$ cat config.mk
export PLATFORM = sky130hd
export DESIGN_NAME = palette_lut_port_and_pixel_expand_unit
export DESIGN_NICKNAME = d
export VERILOG_FILES = /design/src/sv/plpx_pkg.sv /design/src/sv/plpx_lut.sv /design/src/sv/palette_lut_port_and_pixel_expand_unit.sv
export VERILOG_INCLUDE_DIRS = /design/src /design/src/sv
export SDC_FILE = /design/constraint.sdc
export NUM_CORES = 2
export LEC_CHECK = 0
export BUFFER_PORTS_ARGS = -buffer_cell sky130_fd_sc_hd__buf_2
export CAP_MARGIN = 20
export CORE_UTILIZATION = 33
export DETAILED_ROUTE_END_ITERATION = 6
export PLACE_DENSITY_LB_ADDON = 0.12
export SYNTH_ARGS = -nofsm -noshare
export SYNTH_HDL_FRONTEND = slang
export SYNTH_SLANG_ARGS = --single-unit
export TNS_END_PERCENT = 1
$ cat constraint.sdc
create_clock -name clk -period 16.1 [get_ports clk]
set_input_delay 3.22 -clock clk [delete_from_list [all_inputs] [get_ports clk]]
set_output_delay 3.22 -clock clk [all_outputs]
set_load 0.03 [all_outputs]
$ cat src/sv/palette_lut_port_and_pixel_expand_unit_assert.svh
// Assertion shorthands used by the top-level RTL; clk and rst_n must be in scope.
`ifndef PALETTE_LUT_PORT_AND_PIXEL_EXPAND_UNIT_ASSERT_SVH
`define PALETTE_LUT_PORT_AND_PIXEL_EXPAND_UNIT_ASSERT_SVH

// condition must never hold outside reset
`define PLPX_NEVER(lbl, cond, msg) \
    lbl: assert property (@(posedge clk) disable iff (!rst_n) !(cond)) else $error(msg);

// same-cycle implication
`define PLPX_IMPLY(lbl, ante, cons, msg) \
    lbl: assert property (@(posedge clk) disable iff (!rst_n) (ante) |-> (cons)) \
        else $error(msg);

// next-cycle implication
`define PLPX_NEXT(lbl, ante, cons, msg) \
    lbl: assert property (@(posedge clk) disable iff (!rst_n) (ante) |=> (cons)) \
        else $error(msg);

`endif

$ cat src/sv/plpx_pkg.sv
package plpx_pkg;

    localparam int LUT_ENTRIES = 256;
    localparam int LUT_IDX_W   = (LUT_ENTRIES > 1) ? $clog2(LUT_ENTRIES) : 1;
    localparam int ADDR_W      = 8;
    localparam logic [ADDR_W:0] LUT_LIMIT = (ADDR_W + 1)'(LUT_ENTRIES);

    // input item actions
    localparam logic [1:0] ACT_SET_ADDR = 2'd0;
    localparam logic [1:0] ACT_WRITE    = 2'd1;
    localparam logic [1:0] ACT_READ     = 2'd2;
    localparam logic [1:0] ACT_EXPAND   = 2'd3;

    // result kinds
    localparam logic KIND_READ  = 1'b0;
    localparam logic KIND_PIXEL = 1'b1;

    // colour phases
    localparam logic [1:0] PH_RED   = 2'd0;
    localparam logic [1:0] PH_GREEN = 2'd1;
    localparam logic [1:0] PH_BLUE  = 2'd2;

    // bits-per-pixel modes
    localparam logic [1:0] BPP_1 = 2'd0;
    localparam logic [1:0] BPP_2 = 2'd1;
    localparam logic [1:0] BPP_4 = 2'd2;
    localparam logic [1:0] BPP_8 = 2'd3;

    // config register indexes (word address bit 2)
    localparam logic REG_BPP_MODE = 1'b0;

    typedef struct packed {
        logic              rd_en;
        logic [ADDR_W-1:0] rd_addr;
        logic              wr_en;
        logic [ADDR_W-1:0] wr_addr;
        logic [11:0]       wr_data;
    } lut_req_t;

    // leading pixel of a byte, MSB first
    function automatic logic [ADDR_W-1:0] pix_index(input logic [7:0] b,
                                                     input logic [1:0] mode);
        logic [ADDR_W-1:0] r;
        case (mode)
            BPP_1:   r = {7'd0, b[7]};
            BPP_2:   r = {6'd0, b[7:6]};
            BPP_4:   r = {4'd0, b[7:4]};
            BPP_8:   r = b;
            default: r = b;
        endcase
        return r;
    endfunction

    // drop the leading pixel
    function automatic logic [7:0] pix_shift(input logic [7:0] b, input logic [1:0] mode);
        logic [7:0] r;
        case (mode)
            BPP_1:   r = {b[6:0], 1'b0};
            BPP_2:   r = {b[5:0], 2'b0};
            BPP_4:   r = {b[3:0], 4'b0};
            BPP_8:   r = 8'd0;
            default: r = 8'd0;
        endcase
        return r;
    endfunction

    // pixels per byte minus one
    function automatic logic [2:0] pix_count_m1(input logic [1:0] mode);
        logic [2:0] r;
        case (mode)
            BPP_1:   r = 3'd7;
            BPP_2:   r = 3'd3;
            BPP_4:   r = 3'd1;
            BPP_8:   r = 3'd0;
            default: r = 3'd0;
        endcase
        return r;
    endfunction

    // entry nibble of a colour; phase three reads as red
    function automatic logic [3:0] nib_get(input logic [11:0] e, input logic [1:0] ph);
        logic [3:0] r;
        case (ph)
            PH_GREEN: r = e[7:4];
            PH_BLUE:  r = e[11:8];
            default:  r = e[3:0];
        endcase
        return r;
    endfunction

    function automatic logic [11:0] nib_put(input logic [11:0] e, input logic [1:0] ph,
                                            input logic [3:0] n);
        logic [11:0] r;
        r = e;
        case (ph)
            PH_GREEN: r[7:4]  = n;
            PH_BLUE:  r[11:8] = n;
            default:  r[3:0]  = n;
        endcase
        return r;
    endfunction

endpackage

$ cat src/sv/plpx_lut.sv
module plpx_lut (
    input  logic               clk,
    input  logic               rst_n,
    input  plpx_pkg::lut_req_t req,
    output logic [11:0]        rd_data
);
    import plpx_pkg::*;

    logic [11:0]            lut_mem [LUT_ENTRIES];
    logic [LUT_ENTRIES-1:0] valid_reg;
    logic [11:0]            data_reg;
    logic                   hit_reg;

    logic                 rd_in_range;
    logic                 wr_in_range;
    logic [LUT_IDX_W-1:0] rd_idx;
    logic [LUT_IDX_W-1:0] wr_idx;

    assign rd_idx      = req.rd_addr[LUT_IDX_W-1:0];
    assign wr_idx      = req.wr_addr[LUT_IDX_W-1:0];
    assign rd_in_range = {1'b0, req.rd_addr} < LUT_LIMIT;
    assign wr_in_range = {1'b0, req.wr_addr} < LUT_LIMIT;

    always_ff @(posedge clk)
    begin
        if (req.wr_en && wr_in_range)
        begin
            lut_mem[wr_idx] <= req.wr_data;
        end
        if (req.rd_en)
        begin
            data_reg <= lut_mem[rd_idx];
        end
    end

    // entries never written read as black
    always_ff @(posedge clk or negedge rst_n)
    begin
        if (!rst_n)
        begin
            valid_reg <= '0;
            hit_reg   <= 1'b0;
        end
        else
        begin
            if (req.wr_en && wr_in_range)
            begin
                valid_reg[wr_idx] <= 1'b1;
            end
            if (req.rd_en)
            begin
                hit_reg <= rd_in_range && valid_reg[rd_idx];
            end
        end
    end

    assign rd_data = hit_reg ? data_reg : 12'd0;

endmodule

$ cat src/sv/palette_lut_port_and_pixel_expand_unit.sv
// Set address, and a data write of the wrong width: taken without going busy, no result.
// Data write: read-modify-write of the table entry, busy until the entry is written, no result.
// Data read: result in the cycle after acceptance; busy until the result is out.
// Expand: first colour in the cycle after acceptance, then one a cycle; 8, 4, 2 or 1
// colours per byte, limited by the single table read port. Results cannot be stalled.
// Reset: per-entry valid flags make the whole table read black at once; pointer, phase, mode zero.
module palette_lut_port_and_pixel_expand_unit (
    input  logic        clk,
    input  logic        rst_n,
    input  logic        start,
    output logic        busy,
    input  logic [1:0]  action,
    input  logic [7:0]  value,
    input  logic        single_byte,
    output logic        result_valid,
    output logic        kind,
    output logic [7:0]  read_data,
    output logic [23:0] pixel_color,
    output logic        last,
    input  logic        psel,
    input  logic        penable,
    input  logic        pwrite,
    input  logic [2:0]  paddr,
    input  logic [31:0] pwdata,
    output logic [31:0] prdata,
    output logic        pready
);
    import plpx_pkg::*;

    `include "palette_lut_port_and_pixel_expand_unit_assert.svh"

    localparam logic [1:0] S_IDLE = 2'd0;
    localparam logic [1:0] S_DATA = 2'd1;
    localparam logic [1:0] S_EXP  = 2'd2;

    logic [1:0]        state_reg, state_next;
    logic [ADDR_W-1:0] ptr_reg, ptr_next;
    logic [1:0]        phase_reg, phase_next;
    logic [1:0]        bpp_reg;
    logic              op_write_reg, op_write_next;
    logic              single_reg, single_next;
    logic [7:0]        val_reg, val_next;
    logic [2:0]        cnt_reg, cnt_next;

    lut_req_t    req;
    logic [11:0] lut_data;
    logic        accept;
    logic        cfg_write;

    plpx_lut u_lut (
        .clk     (clk),
        .rst_n   (rst_n),
        .req     (req),
        .rd_data (lut_data)
    );

    // APB register
    assign pready    = 1'b1;
    assign cfg_write = psel && penable && pwrite && pready && (paddr[2] == REG_BPP_MODE);
    assign prdata    = (paddr[2] == REG_BPP_MODE) ? {30'd0, bpp_reg} : 32'd0;

    always_ff @(posedge clk or negedge rst_n)
    begin
        if (!rst_n)
        begin
            bpp_reg <= BPP_1;
        end
        else if (cfg_write)
        begin
            bpp_reg <= pwdata[1:0];
        end
    end

    // last colour cycle frees the read port for the next byte
    assign busy   = (state_reg == S_DATA) || ((state_reg == S_EXP) && (cnt_reg != 3'd0));
    assign accept = start && !busy;

    always_comb
    begin
        state_next    = state_reg;
        ptr_next      = ptr_reg;
        phase_next    = phase_reg;
        op_write_next = op_write_reg;
        single_next   = single_reg;
        val_next      = val_reg;
        cnt_next      = cnt_reg;
        req.rd_en     = 1'b0;
        req.rd_addr   = ptr_reg;
        req.wr_en     = 1'b0;
        req.wr_addr   = ptr_reg;
        req.wr_data   = nib_put(lut_data, phase_reg, val_reg[7:4]);

        case (state_reg)
            S_DATA:
            begin
                state_next = S_IDLE;
                req.wr_en  = op_write_reg;
                if (single_reg)
                begin
                    if (phase_reg >= PH_BLUE)
                    begin
                        phase_next = PH_RED;
                        ptr_next   = ptr_reg + 1'b1;
                    end
                    else
                    begin
                        phase_next = phase_reg + 1'b1;
                    end
                end
            end
            S_EXP:
            begin
                if (cnt_reg != 3'd0)
                begin
                    req.rd_en   = 1'b1;
                    req.rd_addr = pix_index(val_reg, bpp_reg);
                    val_next    = pix_shift(val_reg, bpp_reg);
                    cnt_next    = cnt_reg - 1'b1;
                end
                else
                begin
                    state_next = S_IDLE;
                end
            end
            default:
            begin
                state_next = S_IDLE;
            end
        endcase

        if (accept)
        begin
            case (action)
                ACT_SET_ADDR:
                begin
                    ptr_next   = value;
                    phase_next = PH_RED;
                end
                ACT_WRITE:
                begin
                    if (single_byte)
                    begin
                        req.rd_en     = 1'b1;
                        state_next    = S_DATA;
                        op_write_next = 1'b1;
                        single_next   = 1'b1;
                        val_next      = value;
                    end
                end
                ACT_READ:
                begin
                    req.rd_en     = single_byte;
                    state_next    = S_DATA;
                    op_write_next = 1'b0;
                    single_next   = single_byte;
                end
                default:
                begin
                    req.rd_en   = 1'b1;
                    req.rd_addr = pix_index(value, bpp_reg);
                    val_next    = pix_shift(value, bpp_reg);
                    cnt_next    = pix_count_m1(bpp_reg);
                    state_next  = S_EXP;
                end
            endcase
        end
    end

    always_ff @(posedge clk or negedge rst_n)
    begin
        if (!rst_n)
        begin
            state_reg    <= S_IDLE;
            ptr_reg      <= '0;
            phase_reg    <= PH_RED;
            op_write_reg <= 1'b0;
            single_reg   <= 1'b0;
            cnt_reg      <= 3'd0;
        end
        else
        begin
            state_reg    <= state_next;
            ptr_reg      <= ptr_next;
            phase_reg    <= phase_next;
            op_write_reg <= op_write_next;
            single_reg   <= single_next;
            cnt_reg      <= cnt_next;
        end
    end

    always_ff @(posedge clk)
    begin
        val_reg <= val_next;
    end

    // results
    assign result_valid = ((state_reg == S_DATA) && !op_write_reg) || (state_reg == S_EXP);
    assign kind         = (state_reg == S_EXP) ? KIND_PIXEL : KIND_READ;
    assign read_data    = ((state_reg == S_DATA) && single_reg)
                          ? {nib_get(lut_data, phase_reg), 4'd0} : 8'd0;
    assign pixel_color  = (state_reg == S_EXP)
                          ? {lut_data[11:8], 4'd0, lut_data[7:4], 4'd0, lut_data[3:0], 4'd0}
                          : 24'd0;
    assign last         = result_valid && ((state_reg == S_DATA) || (cnt_reg == 3'd0));

    `PLPX_NEVER(a_lut_rw_clash, req.rd_en && req.wr_en, "table read and write in one cycle")
    `PLPX_IMPLY(a_wr_in_data, req.wr_en, (state_reg == S_DATA) && op_write_reg && single_reg, "table write outside a data write")
    `PLPX_NEXT(a_read_result, accept && (action == ACT_READ), result_valid && last && (kind == KIND_READ), "data read gave no result")
    `PLPX_NEXT(a_expand_result, accept && (action == ACT_EXPAND), result_valid && (kind == KIND_PIXEL), "expand gave no colour")
    `PLPX_IMPLY(a_last_frees, result_valid && last && (kind == KIND_PIXEL), !busy, "busy after last colour")

endmodule

==> impl_metrics.csv <==
group,metric,value,unit
floorplan,die_h,643,um
timing,fmax,111,MHz
route,totalWireLength,495,mm
place,routabilityCongestion,0.844,
synth,synthesis.area,135000,um2
synth,ys_seq_area_share,73.6,%
timing,fin_crit_sh,56.1,%
cts,clock-sinks,3368,
place,pre_cts_slack,6.33,ns
finish,drive_gt1_share,15.4,%
timing,worst_clock_skew,0.0449,ns
synth,synth_edf_count,3084,
route,dr.pass1.iters,6,
floorplan,start_util,33.2,%
synth,avgSynthCellArea,14.2,um2
finish,syn2layout_area_growth,14.9,%
worst_setup_path,slowest_delay,1.08,ns
floorplan,core_area,407000,um2
synth,synth_common_cells,"3084 x edfxtp_1, 1942 x nand2_1, 691 x nand3_1",
synth,synth_most_common_cell,"edfxtp_1",
route,drc,0,
place,dp_hpwl,297,mm
route,dr.first_iter.drc_count,10304,
floorplan,ioPinCount,121,
cts,cts_resized,0,
timing,finalWorstSetupSlack,7.07,ns
cts,clk_transition_reported_paths,0.06,ns
place,dp.cells,14845,
place,placed_cell_area,143000,um2
timing,drv_slew,0,
route,drtAntennaViolNets,0,
worst_setup_path,critPathCaptureType,"register",
cts,cts_tree,"yes",
power,total_leakage_power,54.7,nW
synth,yosysUniqueCellTypes,88,
synth,synth_seq_cells,3368,
floorplan,dieArea,413000,um2
worst_hold_path,worstHoldPathType,"reg2reg",
run,maxCapViolations,0,
finish,final_area,156000,um2
place,port_buffers,41,
timing,finalSetupViolCount,0,
route,num_vias,85378,
synth,ys_warn_count,0,
worst_setup_path,path_class,"in2reg",
timing,fin_tns_setup,0,ns
synth,synth_top_area_cell,"edfxtp_1",
finish,final_net_count,9858,
grt,overflow,0,
worst_setup_path,crit_fanout,56,
run_status,outcome,"complete, no violations",
synth,async_reset_ff_share,8.19,%
grt,grt_pass1_vias,81683,
cts,postCtsSetupBuffers,0,
cts,cts_buffer_depth,4,
worst_setup_path,arrival,9.82,ns
finish,largest_reg_flops,3072,
cts,cts_htree_levels,5,
worst_setup_path,cp-start-kind,"primary input",
timing,max_slew_margin,7.29,%
cts,clock_latency,0.98,ns
finish,fin_cells,15554,
grt,grt_pass1_wl,681,mm
route,wl_per_cell,31.8,um
worst_setup_path,crit_chain,"buf_2 > and2_1 > nand4_2 > a31oi_4 > buf_4 > buf_4 > buf_4 > nand2_1 > and3_1 > a31oi_1 > o22ai_1 > nor4_1 > a31oi_1 > nor3_1",
worst_setup_path,crit_slowest_cell,"nor4_1",
cts,cts_buffers,372,
timing,post-route-min-period,9.03,ns
cts,postCtsHoldBufs,0,
worst_setup_path,cp_data_required_time,16.89,ns
timing,worst_pin_slew,1.39,ns
synth,syn_inst,9566,
power,peakVddDrop,0.000305,V
timing,rsz0062_at_grt,"no",
floorplan,rows,234,
grt,antenna_found_initial,59,
synth,synth-main-ff-cell,"edfxtp_1",
timing,hold_viol_final,0,
grt,track_usage,23.3,%
floorplan,die_w,643,um
cts,root_buffer,"clkbuf_16",
route,vias_per_cell,5.49,
power,power_density,233,nW/um2
grt,grt_max_degree,198,
power,power.total,36.3,mW
synth,synthTopCellsByArea,"edfxtp_1 68%, nand2_1 5.4%, dfrtp_1 5.1%, mux2i_1 3.1%, nand3_1 2.6%",
synth,synth_top_area_share,68.4,%
worst_setup_path,cpMostUsedCell,"buf_4",
[cells in the final DEF (no fill, tap or decap), types with 255 or more instances in the layout]
| master | netlist | routed |
|---|---|---|
| edfxtp_1 | 3084 | 3084 |
| buf_4 | 141 | 398 |
| dfrtp_1 | 276 | 276 |
| nand2_1 | 1942 | 1928 |
| a21oi_1 | 416 | 412 |
| nand3_1 | 691 | 680 |
| mux2i_1 | 421 | 421 |
| clkbuf_16 | 0 | 377 |
| nor2_1 | 332 | 255 |
| or2_2 | 255 | 255 |
[cell families after synthesis]
kind of cell | Yosys count | synth area share [%]
AND/OR/NAND/NOR | 3614 | 11.8
flip-flops | 3368 | 73.6
AO/OA/AOI/OAI | 1318 | 6.30
buffers and inverters | 681 | 2.65
multiplexers | 566 | 5.47
adder cells (fa/ha/maj) | 9 | 0.0832
XOR/XNOR | 8 | 0.0518
other | 2 | 0.00555
[critical path: cells and delay by family]
family / cells / cell delay [ns]
simple gates: 6 / 2.35
buf+inv: 4 / 2.24
compound gates: 4 / 1.81
[worst paths after layout]
path	start	endpoint	slack, ns	depth (start not counted)
worst max-delay path	action[1]	u_lut.data_reg[9]$_DFFE_PP_	7.07	14
worst min-delay path	u_lut.valid_reg[162]$_DFFE_PN0P_	u_lut.valid_reg[162]$_DFFE_PN0P_	0.46	1
worst max register to register	cnt_reg[0]$_DFF_PN0_	u_lut.data_reg[9]$_DFFE_PP_	8.89	15
worst min register to register	u_lut.valid_reg[162]$_DFFE_PN0P_	u_lut.valid_reg[162]$_DFFE_PN0P_	0.46	1
max in group asynchronous	rst_n	u_lut.valid_reg[148]$_DFFE_PN0P_	12.41	2
min in group asynchronous	rst_n	u_lut.valid_reg[1]$_DFFE_PN0P_	2.23	1
[report_power, final]
part / internal, mW / total [mW] / switching, mW
sequential: 11.6 / 11.8 / 0.165
combinational: 3.74 / 15.9 / 12.2
clock: 4.98 / 8.57 / 3.60
total: 20.3 / 36.3 / 15.9
[through the flow]
step	util, %	hold slack, ns
floorplan	-	0.427
global placement	35.2	0.440
detailed placement	35.2	0.445
CTS	38.2	0.460
global route	38.2	0.465
finish	38.2	0.459
[per-layer routing]
| metal | up-vias | share of wire (%) | track usage (%) | wire, um |
|---|---|---|---|---|
| met5 | - | 0.012 | 0 | 61 |
| met4 | 10 | 3.3 | 7.06 | 16400 |
| met3 | 691 | 6.6 | 3.33 | 32800 |
| met2 | 3231 | 46 | 37.0 | 228000 |
| met1 | 45045 | 44 | 33.2 | 218000 |
| li1 | 36401 | - | - | - |
[layout make-up]
class                   count  area [um2]
fillers                 38203      252000
repair buffers            474        3860
clock buffers             485       10000
diodes                     13        32.5
well taps                5428        6790
inverters                  19        71.3
clock inverters           205        2120
multi-input cells        5562       33000
flip-flops and latches   3368       99700
Power figures use the tool's default switching activity.
